[src/hsv_pkg.sv]
// ----------------------------------------------------------------------------
// hsv_pkg
// Shared types, widths and constant tables for the dimmed hsv to rgb565 block.
// ----------------------------------------------------------------------------
package hsv_pkg;

    // fraction bits of the unsigned fixed point values
    localparam int FRAC_BITS = 16;

    // fraction word, wide enough to hold exactly one
    localparam int FRAC_W = FRAC_BITS + 1;
    typedef logic [FRAC_W-1:0] frac_t;

    // dimming denominator ray_length + 1 and the numerator k both fit 0..256
    localparam int DEN_W = 9;

    // v * k is at most one * 256
    localparam int PROD_W = FRAC_BITS + 9;

    // dimmed value quotient, one bit per divider stage
    localparam int QUO_W = FRAC_W;

    // divider remainder stays below the denominator
    localparam int REM_W = PROD_W - QUO_W;

    // chroma times sector factor (0..60) stays below one * 64
    localparam int XP_W = FRAC_BITS + 6;

    // reciprocal of 60, rounded up, exact for every product below 2^XP_W
    localparam int RCP_SH = XP_W + 6;
    localparam int RCP_W = RCP_SH - 5;
    localparam logic [RCP_W-1:0] RCP_M =
        RCP_W'(((64'd1 << RCP_SH) + 64'd59) / 64'd60);
    localparam int XQ_W = XP_W + RCP_W;

    // hue sectors, named by the order of the two nonzero channels
    localparam logic [2:0] SEC_R_G = 3'd0;
    localparam logic [2:0] SEC_G_R = 3'd1;
    localparam logic [2:0] SEC_G_B = 3'd2;
    localparam logic [2:0] SEC_B_G = 3'd3;
    localparam logic [2:0] SEC_B_R = 3'd4;
    localparam logic [2:0] SEC_R_B = 3'd5;

    // percent to fraction, percent above 100 saturates
    typedef frac_t pct_tbl_t [0:127];

    function automatic pct_tbl_t build_pct_tbl();
        pct_tbl_t tbl;
        longint unsigned pct;
        for (int i = 0; i < 128; i++)
        begin
            pct = (i > 100) ? 64'd100 : longint'(i);
            tbl[i] = FRAC_W'((pct << FRAC_BITS) / 64'd100);
        end
        return tbl;
    endfunction

    localparam pct_tbl_t PCT_TBL = build_pct_tbl();

    // per item data that rides along the divider
    typedef struct packed {
        logic [2:0] sector;
        logic [5:0] factor;
        frac_t      sat;
    } side_t;

    // front end to divider
    typedef struct packed {
        logic              valid;
        logic [PROD_W-1:0] prod;
        side_t             side;
    } dim_req_t;

    // divider to colour stages
    typedef struct packed {
        logic  valid;
        frac_t vd;
        side_t side;
    } dim_rsp_t;

endpackage

[src/hsv_front.sv]
// ----------------------------------------------------------------------------
// hsv_front
// Input stage: hue sector and ramp factor, percent tables, distance numerator,
// then the product of value and numerator.
// ----------------------------------------------------------------------------
module hsv_front
    import hsv_pkg::*;
(
    input  logic             clk,
    input  logic             rst_n,
    input  logic             in_valid,
    input  logic [8:0]       hue,
    input  logic [6:0]       saturation,
    input  logic [6:0]       brightness,
    input  logic [7:0]       distance,
    input  logic [DEN_W-1:0] den,
    output dim_req_t         req
);

    logic [8:0]        hue_w;
    logic [8:0]        base;
    logic [6:0]        t;
    logic [5:0]        d;
    logic [2:0]        sector_next;
    logic [5:0]        factor_next;
    logic [DEN_W-1:0]  k_next;
    logic [DEN_W-1:0]  dist_ext;

    logic              s0_valid_reg;
    logic [2:0]        s0_sector_reg;
    logic [5:0]        s0_factor_reg;
    frac_t             s0_sat_reg;
    frac_t             s0_val_reg;
    logic [DEN_W-1:0]  s0_k_reg;

    logic [PROD_W+DEN_W-1:0] prod_full;

    logic              s1_valid_reg;
    logic [PROD_W-1:0] s1_prod_reg;
    side_t             s1_side_reg;

    always_comb
    begin
        // one wrap brings any 9-bit hue below 360
        hue_w = (hue >= 9'd360) ? hue - 9'd360 : hue;

        if (hue_w inside {[9'd0:9'd59]})
            sector_next = SEC_R_G;
        else if (hue_w inside {[9'd60:9'd119]})
            sector_next = SEC_G_R;
        else if (hue_w inside {[9'd120:9'd179]})
            sector_next = SEC_G_B;
        else if (hue_w inside {[9'd180:9'd239]})
            sector_next = SEC_B_G;
        else if (hue_w inside {[9'd240:9'd299]})
            sector_next = SEC_B_R;
        else
            sector_next = SEC_R_B;

        if (hue_w < 9'd120)
            base = 9'd0;
        else if (hue_w < 9'd240)
            base = 9'd120;
        else
            base = 9'd240;

        t = 7'(hue_w - base);
        d = (t >= 7'd60) ? 6'(t - 7'd60) : 6'(7'd60 - t);
        factor_next = 6'd60 - d;

        dist_ext = {1'b0, distance};
        k_next = (dist_ext <= den) ? den - dist_ext : '0;
    end

    assign prod_full = s0_val_reg * s0_k_reg;

    always_ff @(posedge clk or negedge rst_n)
    begin
        if (!rst_n)
        begin
            s0_valid_reg <= 1'b0;
            s1_valid_reg <= 1'b0;
        end
        else
        begin
            s0_valid_reg <= in_valid;
            s1_valid_reg <= s0_valid_reg;
        end
    end

    always_ff @(posedge clk)
    begin
        s0_sector_reg      <= sector_next;
        s0_factor_reg      <= factor_next;
        s0_sat_reg         <= PCT_TBL[saturation];
        s0_val_reg         <= PCT_TBL[brightness];
        s0_k_reg           <= k_next;
        s1_prod_reg        <= prod_full[PROD_W-1:0];
        s1_side_reg.sector <= s0_sector_reg;
        s1_side_reg.factor <= s0_factor_reg;
        s1_side_reg.sat    <= s0_sat_reg;
    end

    assign req.valid = s1_valid_reg;
    assign req.prod  = s1_prod_reg;
    assign req.side  = s1_side_reg;

endmodule

[src/hsv_div.sv]
// ----------------------------------------------------------------------------
// hsv_div
// Pipelined restoring divider for the distance dimming, one quotient bit per
// stage.
// ----------------------------------------------------------------------------
module hsv_div
    import hsv_pkg::*;
(
    input  logic             clk,
    input  logic             rst_n,
    input  logic [DEN_W-1:0] den,
    input  dim_req_t         req,
    output dim_rsp_t         rsp
);

    logic             valid_reg [0:QUO_W-1];
    logic [REM_W-1:0] rem_reg   [0:QUO_W-1];
    logic [QUO_W-1:0] work_reg  [0:QUO_W-1];
    side_t            side_reg  [0:QUO_W-1];

    genvar i;
    generate
        for (i = 0; i < QUO_W; i++)
        begin : g_stage
            logic             src_valid;
            logic [REM_W-1:0] src_rem;
            logic [QUO_W-1:0] src_work;
            side_t            src_side;
            logic [REM_W:0]   trial;
            logic             ge;
            logic [REM_W-1:0] rem_next;
            logic [QUO_W-1:0] work_next;

            if (i == 0)
            begin : g_first
                assign src_valid = req.valid;
                assign src_rem   = req.prod[PROD_W-1:QUO_W];
                assign src_work  = req.prod[QUO_W-1:0];
                assign src_side  = req.side;
            end
            else
            begin : g_rest
                assign src_valid = valid_reg[i-1];
                assign src_rem   = rem_reg[i-1];
                assign src_work  = work_reg[i-1];
                assign src_side  = side_reg[i-1];
            end

            // dividend bits shift out the top, quotient bits shift in below
            assign trial     = {src_rem, src_work[QUO_W-1]};
            assign ge        = (trial >= den);
            assign rem_next  = ge ? REM_W'(trial - den) : trial[REM_W-1:0];
            assign work_next = {src_work[QUO_W-2:0], ge};

            always_ff @(posedge clk or negedge rst_n)
            begin
                if (!rst_n)
                    valid_reg[i] <= 1'b0;
                else
                    valid_reg[i] <= src_valid;
            end

            always_ff @(posedge clk)
            begin
                rem_reg[i]  <= rem_next;
                work_reg[i] <= work_next;
                side_reg[i] <= src_side;
            end
        end
    endgenerate

    assign rsp.valid = valid_reg[QUO_W-1];
    assign rsp.vd    = work_reg[QUO_W-1];
    assign rsp.side  = side_reg[QUO_W-1];

endmodule

[src/hsv_color.sv]
// ----------------------------------------------------------------------------
// hsv_color
// Chroma, second component and offset, channel scaling and rgb565 packing.
// ----------------------------------------------------------------------------
module hsv_color
    import hsv_pkg::*;
(
    input  logic     clk,
    input  logic     rst_n,
    input  dim_rsp_t rsp,
    output logic     done,
    output logic [15:0] rgb565
);

    logic [2*FRAC_W-1:0]   sv_prod;
    logic [FRAC_W+5:0]     cx_prod;
    logic [XQ_W-1:0]       xq_prod;
    frac_t                 x;
    frac_t                 rf_next;
    frac_t                 gf_next;
    frac_t                 bf_next;
    logic [FRAC_BITS+8:0]  r_scaled;
    logic [FRAC_BITS+8:0]  g_scaled;
    logic [FRAC_BITS+8:0]  b_scaled;
    logic [7:0]            r_byte;
    logic [7:0]            g_byte;
    logic [7:0]            b_byte;

    // stage c1: chroma
    logic       c1_valid_reg;
    frac_t      c1_c_reg;
    frac_t      c1_vd_reg;
    logic [2:0] c1_sector_reg;
    logic [5:0] c1_factor_reg;

    // stage c2: chroma times ramp factor, offset
    logic            c2_valid_reg;
    logic [XP_W-1:0] c2_p_reg;
    frac_t           c2_c_reg;
    frac_t           c2_m_reg;
    logic [2:0]      c2_sector_reg;

    // stage c3: reciprocal multiply for the divide by 60
    logic            c3_valid_reg;
    logic [XQ_W-1:0] c3_q_reg;
    frac_t           c3_c_reg;
    frac_t           c3_m_reg;
    logic [2:0]      c3_sector_reg;

    // stage c4: channel fractions
    logic  c4_valid_reg;
    frac_t c4_r_reg;
    frac_t c4_g_reg;
    frac_t c4_b_reg;

    // stage c5: packed output
    logic        c5_valid_reg;
    logic [15:0] c5_rgb_reg;

    assign sv_prod = rsp.side.sat * rsp.vd;
    assign cx_prod = c1_c_reg * c1_factor_reg;
    assign xq_prod = c2_p_reg * RCP_M;
    assign x       = c3_q_reg[RCP_SH +: FRAC_W];

    always_comb
    begin
        case (c3_sector_reg)
            SEC_R_G:
            begin
                rf_next = c3_c_reg + c3_m_reg;
                gf_next = x + c3_m_reg;
                bf_next = c3_m_reg;
            end
            SEC_G_R:
            begin
                rf_next = x + c3_m_reg;
                gf_next = c3_c_reg + c3_m_reg;
                bf_next = c3_m_reg;
            end
            SEC_G_B:
            begin
                rf_next = c3_m_reg;
                gf_next = c3_c_reg + c3_m_reg;
                bf_next = x + c3_m_reg;
            end
            SEC_B_G:
            begin
                rf_next = c3_m_reg;
                gf_next = x + c3_m_reg;
                bf_next = c3_c_reg + c3_m_reg;
            end
            SEC_B_R:
            begin
                rf_next = x + c3_m_reg;
                gf_next = c3_m_reg;
                bf_next = c3_c_reg + c3_m_reg;
            end
            SEC_R_B:
            begin
                rf_next = c3_c_reg + c3_m_reg;
                gf_next = c3_m_reg;
                bf_next = x + c3_m_reg;
            end
            default:
            begin
                rf_next = c3_m_reg;
                gf_next = c3_m_reg;
                bf_next = c3_m_reg;
            end
        endcase
    end

    // times 255 as shift and subtract, fraction of one gives exactly 255
    assign r_scaled = {c4_r_reg, 8'b0} - {8'b0, c4_r_reg};
    assign g_scaled = {c4_g_reg, 8'b0} - {8'b0, c4_g_reg};
    assign b_scaled = {c4_b_reg, 8'b0} - {8'b0, c4_b_reg};
    assign r_byte   = r_scaled[FRAC_BITS+7:FRAC_BITS];
    assign g_byte   = g_scaled[FRAC_BITS+7:FRAC_BITS];
    assign b_byte   = b_scaled[FRAC_BITS+7:FRAC_BITS];

    always_ff @(posedge clk or negedge rst_n)
    begin
        if (!rst_n)
        begin
            c1_valid_reg <= 1'b0;
            c2_valid_reg <= 1'b0;
            c3_valid_reg <= 1'b0;
            c4_valid_reg <= 1'b0;
            c5_valid_reg <= 1'b0;
        end
        else
        begin
            c1_valid_reg <= rsp.valid;
            c2_valid_reg <= c1_valid_reg;
            c3_valid_reg <= c2_valid_reg;
            c4_valid_reg <= c3_valid_reg;
            c5_valid_reg <= c4_valid_reg;
        end
    end

    always_ff @(posedge clk)
    begin
        c1_c_reg      <= sv_prod[FRAC_BITS +: FRAC_W];
        c1_vd_reg     <= rsp.vd;
        c1_sector_reg <= rsp.side.sector;
        c1_factor_reg <= rsp.side.factor;

        c2_p_reg      <= cx_prod[XP_W-1:0];
        c2_c_reg      <= c1_c_reg;
        c2_m_reg      <= c1_vd_reg - c1_c_reg;
        c2_sector_reg <= c1_sector_reg;

        c3_q_reg      <= xq_prod;
        c3_c_reg      <= c2_c_reg;
        c3_m_reg      <= c2_m_reg;
        c3_sector_reg <= c2_sector_reg;

        c4_r_reg      <= rf_next;
        c4_g_reg      <= gf_next;
        c4_b_reg      <= bf_next;

        c5_rgb_reg    <= {r_byte[7:3], g_byte[7:2], b_byte[7:3]};
    end

    assign done   = c5_valid_reg;
    assign rgb565 = c5_rgb_reg;

endmodule

[src/hsv_to_rgb565_dimmed.sv]
// ----------------------------------------------------------------------------
// hsv_to_rgb565_dimmed
// Hsv to rgb565 colour conversion with linear distance dimming.
// ----------------------------------------------------------------------------
// A fully pipelined converter: one transaction may start on every clock and
// busy never rises. Each result appears on rgb565 with done high for exactly
// one cycle; the receiver cannot stall it, so it must take every result as it
// comes. The pipeline holds the dimming divider (17 stages, one quotient bit
// each), plus 2 front stages and 5 colour stages. ray_length is written over
// the cfg channel, which is always ready; write it only while no transaction
// is in flight.
module hsv_to_rgb565_dimmed
    import hsv_pkg::*;
(
    input  logic        clk,
    input  logic        rst_n,
    input  logic        start,
    output logic        busy,
    input  logic [8:0]  hue,
    input  logic [6:0]  saturation,
    input  logic [6:0]  brightness,
    input  logic [7:0]  distance,
    output logic        done,
    output logic [15:0] rgb565,
    input  logic        cfg_valid,
    output logic        cfg_ready,
    input  logic [7:0]  cfg_data
);

    logic [7:0]       ray_length_reg;
    logic [DEN_W-1:0] den;
    logic             in_valid;
    dim_req_t         req;
    dim_rsp_t         rsp;

    assign busy      = 1'b0;
    assign cfg_ready = 1'b1;
    assign in_valid  = start & ~busy;
    assign den       = {1'b0, ray_length_reg} + DEN_W'(1);

    always_ff @(posedge clk or negedge rst_n)
    begin
        if (!rst_n)
            ray_length_reg <= 8'd16;
        else if (cfg_valid && cfg_ready)
            ray_length_reg <= cfg_data;
    end

    hsv_front u_front (
        .clk        (clk),
        .rst_n      (rst_n),
        .in_valid   (in_valid),
        .hue        (hue),
        .saturation (saturation),
        .brightness (brightness),
        .distance   (distance),
        .den        (den),
        .req        (req)
    );

    hsv_div u_div (
        .clk   (clk),
        .rst_n (rst_n),
        .den   (den),
        .req   (req),
        .rsp   (rsp)
    );

    hsv_color u_color (
        .clk    (clk),
        .rst_n  (rst_n),
        .rsp    (rsp),
        .done   (done),
        .rgb565 (rgb565)
    );

endmodule

[config.mk]
export PLATFORM = sky130hd
export DESIGN_NAME = hsv_to_rgb565_dimmed
export DESIGN_NICKNAME = d
export VERILOG_FILES = /design/src/hsv_pkg.sv /design/src/hsv_front.sv /design/src/hsv_div.sv /design/src/hsv_color.sv /design/src/hsv_to_rgb565_dimmed.sv
export SDC_FILE = /design/constraint.sdc
export NUM_CORES = 2
export LEC_CHECK = 0
export ABC_AREA = 1
export BUFFER_PORTS_ARGS = -buffer_cell sky130_fd_sc_hd__buf_2
export CAP_MARGIN = 40
export CORE_ASPECT_RATIO = 0.75
export CORE_UTILIZATION = 46
export DETAILED_ROUTE_END_ITERATION = 10
export SLEW_MARGIN = 20
export SYNTH_ARGS = -nofsm -noshare
export SYNTH_HDL_FRONTEND = slang
export SYNTH_SLANG_ARGS = --single-unit
[constraint.sdc]
create_clock -name clk -period 14.6 [get_ports clk]
set_input_delay 2.92 -clock clk [delete_from_list [all_inputs] [get_ports clk]]
set_output_delay 2.92 -clock clk [all_outputs]
set_load 0.05 [all_outputs]
==> results by group <==
Critical path
  – CP Launch Type: flip-flop
  – Nature of the critical path endpoint: flip-flop
  – Slowest Stage Delay on Critical Path: 900 ps
  – Worst Path Arrival: 6970 ps
  – Critical path class: reg -> reg
  – CP bufs+invs: 3
  – Top cell family by delay on the critical path: adder cells
  – Slowest stage cell, crit path: dfxtp_1
  – Most used cell, CP: fa_1
  – CP max FO: 17
  – Critical path required time: 15210 ps
  – Worst-path cell chain: nand2_1 > fa_1 > fa_1 > fa_1 > fa_1 > inv_1 > fa_1 > inv_1 > fa_1 > inv_1 > ha_1 > nand4_1 > nor3_1 > a21oi_1 > o21ai_0 > nand2_1 > nand2_1 > nand3_1 > nand2_1 > xor2_1

Timing
  – RSZ-0062 raised after global routing: false
  – Max Slew Vio Count: 0
  – Finish-stage setup viols: 0
  – Fmax: 157 MHz
  – Clock skew: 54.2 ps
  – Fin crit period: 6350 ps
  – Slew headroom: 0.409
  – Pin slew with the least headroom to its limit: 886 ps
  – Final TNS setup: 0 ps
  – Fin crit share: 0.435
  – Final hold vios: 0

Logic synthesis
  – Prevailing post-synth register cell: dfxtp_1
  – Xor/xnor share of the synthesized area: 0.0346
  – Synth Area in Adders: 0.276
  – Avg Synthesized Cell Area: 9.21 um^2
  – Syn Std Cell Area: 62000 um^2
  – EDFF count, synth: 0
  – Main combinational cell family by area after synthesis: adder cells
  – Synth warnings: 0
  – Sequential area share after synthesis: 0.396
  – Simple-gate share of the synthesized area: 0.126
  – Post-Syn Instances: 6723
  – Syn nets: 7849
  – Synth async-reset ratio: 0.0263
  – Register bit total from synthesis: 1217
  – Yosys cell types: 64
  – Mux cell area share after synthesis: 0.000545
  – Synth Area in Compound Gates: 0.0842

Clock network
  – Sink Count: 1217
  – Clk slew on worst S/H paths: 70 ps
  – Post-CTS Hold Fix Bufs: 0
  – Setup Buffers After CTS: 0
  – H-tree levels: 3
  – CTS Buf Count: 112
  – Clock Latency Late Sink: 730 ps
  – CTS tree: built
  – Post-cts resize count: 0
  – Clock Tree Root: clkbuf_16
  – Max clock buf depth: 3

Die
  – Initial Utilization: 0.464
  – Core area: 134000 um^2
  – Die Span X: 426 um
  – Boundary pin count: 62
  – Die area: 136000 um^2
  – Row count: 116
  – DIE HEIGHT: 320 um

GRT
  – Initial antenna violation count: 5
  – First-pass GRT wire length: 223 mm
  – Vias in the first global route: 42500
  – GRT Util Overall: 0.203
  – Overflow after GRT: 0
  – Largest net degree at the start of global routing: 34

Detailed routing
  – Met2 wire len: 58.6 mm
  – Final ANT Viol Nets: 0
  – Drt total wl: 136 mm
  – Initial DRC count: 3026
  – DR WL/cell: 15.8 um
  – Metal3 WL: 8.39 mm
  – DR top layer: met4
  – Via count: 43000
  – Wire length on met1: 66.0 mm
  – First-pass DRT Iterations: 6
  – Drt via density: 4.99
  – DRC Markers: 0

Run status
  – Outcome: completed

Hold path
  – Hold Path Class: reg -> reg

Placed design
  – Hpwl dp: 104 mm
  – Port buffer count: 59
  – Final Wtd Congestion: 0.912

Final layout
  – Max reg flops: 442
  – Layout cells sized above 1: 0.0503
  – Filler cells: 12300
  – Area added between synthesis and finish: 9.72%
  – Nets@finish: 7874

Job
  – Max cap viols: 0
## cell families after synthesis
| kind of cell | count (synthesis) |
|---|---|
| AOI/OAI and AO/OA | 902 |
| xor gates and xnor gates | 245 |
| adders and majority gates | 1083 |
| buffers and inverters | 1356 |
| DFF | 1217 |
| muxes | 3 |
| other | 2 |
| and+or+nand+nor | 1915 |
## cell type report
type                       instances  area (um^2)  area share
tap                             1770         2210      0.0326
sequential                      1217        24500       0.361
clock inverter                    57          723      0.0106
clock buffer                     149         3120      0.0459
timing repair buffer              94          632     0.00930
inverter                        1173         4400      0.0648
multi-input combinational       4150        32400       0.476
antenna                            1         2.50   0.0000368
## per-layer routing
metal	global-route usage	vias up
met3	0.0366	200
met5	0	-
met4	0.0481	0
li1	-	21200
met1	0.295	20400
met2	0.310	1113
## synth_stat cells (all sizes together), types with 12 or more instances
cell type  instances  share of area
xnor2             97          0.014
nand3            205          0.017
a21oi            425          0.034
ha               614           0.12
o211ai            24         0.0029
fa               469           0.15
o221ai            29         0.0041
clkbuf           160         0.0097
nand2           1193          0.073
dfxtp           1185           0.38
o31ai             16         0.0019
o2111ai           12         0.0018
nand4             50         0.0050
nor3              43         0.0035
xor2             148          0.021
inv             1172          0.071
o21ai            257          0.021
o21bai            25         0.0033
a211oi            14         0.0017
dfrtp             31          0.013
a31oi             22         0.0022
buf               23         0.0019
nor2             398          0.025
## worst register-to-register path: cells and delay by family, from the launching register on
kind / cells / cell delay [ps]
adder cells (fa/ha/maj): 7 / 3390
AO/OA/AOI/OAI: 2 / 600
buffers and inverters: 3 / 140
XOR/XNOR: 1 / 150
flip-flops: 1 / 900
AND/OR/NAND/NOR: 7 / 1080
## path summary, 6_finish.rpt
kind | from | to | slack (ps) | cells after the start
setup / recovery | u_div.side_reg[2][8] | u_color.c1_c_reg[11] | 8250 | 20
hold / removal | u_color.c2_c_reg[9] | u_color.c3_c_reg[9] | 270 | 0
setup reg to reg | u_div.side_reg[2][8] | u_color.c1_c_reg[11] | 8250 | 20
hold reg to reg | u_color.c2_c_reg[9] | u_color.c3_c_reg[9] | 270 | 0
max in group asynchronous | rst_n | ray_length_reg[4] | 12160 | 2
min in group asynchronous | rst_n | u_front.s0_valid_reg | 1990 | 1
## cell usage in the layout (no fill, tap or decap), types with 17 or more instances in the layout
cell type  count
a21oi_1      424
a31oi_1       22
buf_2         59
buf_4         27
clkbuf_1      19
clkbuf_16    112
clkbuf_8      18
clkinv_2      17
dfrtp_1       31
dfxtp_1     1185
fa_1         469
ha_1         614
inv_1       1170
nand2_1     1177
nand3_1      197
nand4_1       50
nor2_1       390
nor3_1        43
o211ai_1      24
o21ai_0      243
o21bai_1      21
o221ai_1      29
xnor2_1       97
xor2_1       145
## per-stage QoR
step           hold slack (ps)  instances   util  instance area [um^2]  setup slack (ps)
2_1_floorplan              310       6723      -                 62000              8670
3_3_place_gp               310       8386  0.479                 63900              8080
3_5_place_dp               312       8399  0.480                 64100              8150
4_1_cts                    273       8605  0.509                 67900              8280
5_1_grt                    292       8610  0.509                 68000              7810
6_report                   273       8611  0.509                 68000              8250
Power is left out: the tool's default activity adds up to more than one toggle a clock period on the data nets, which glitch-free logic cannot reach.
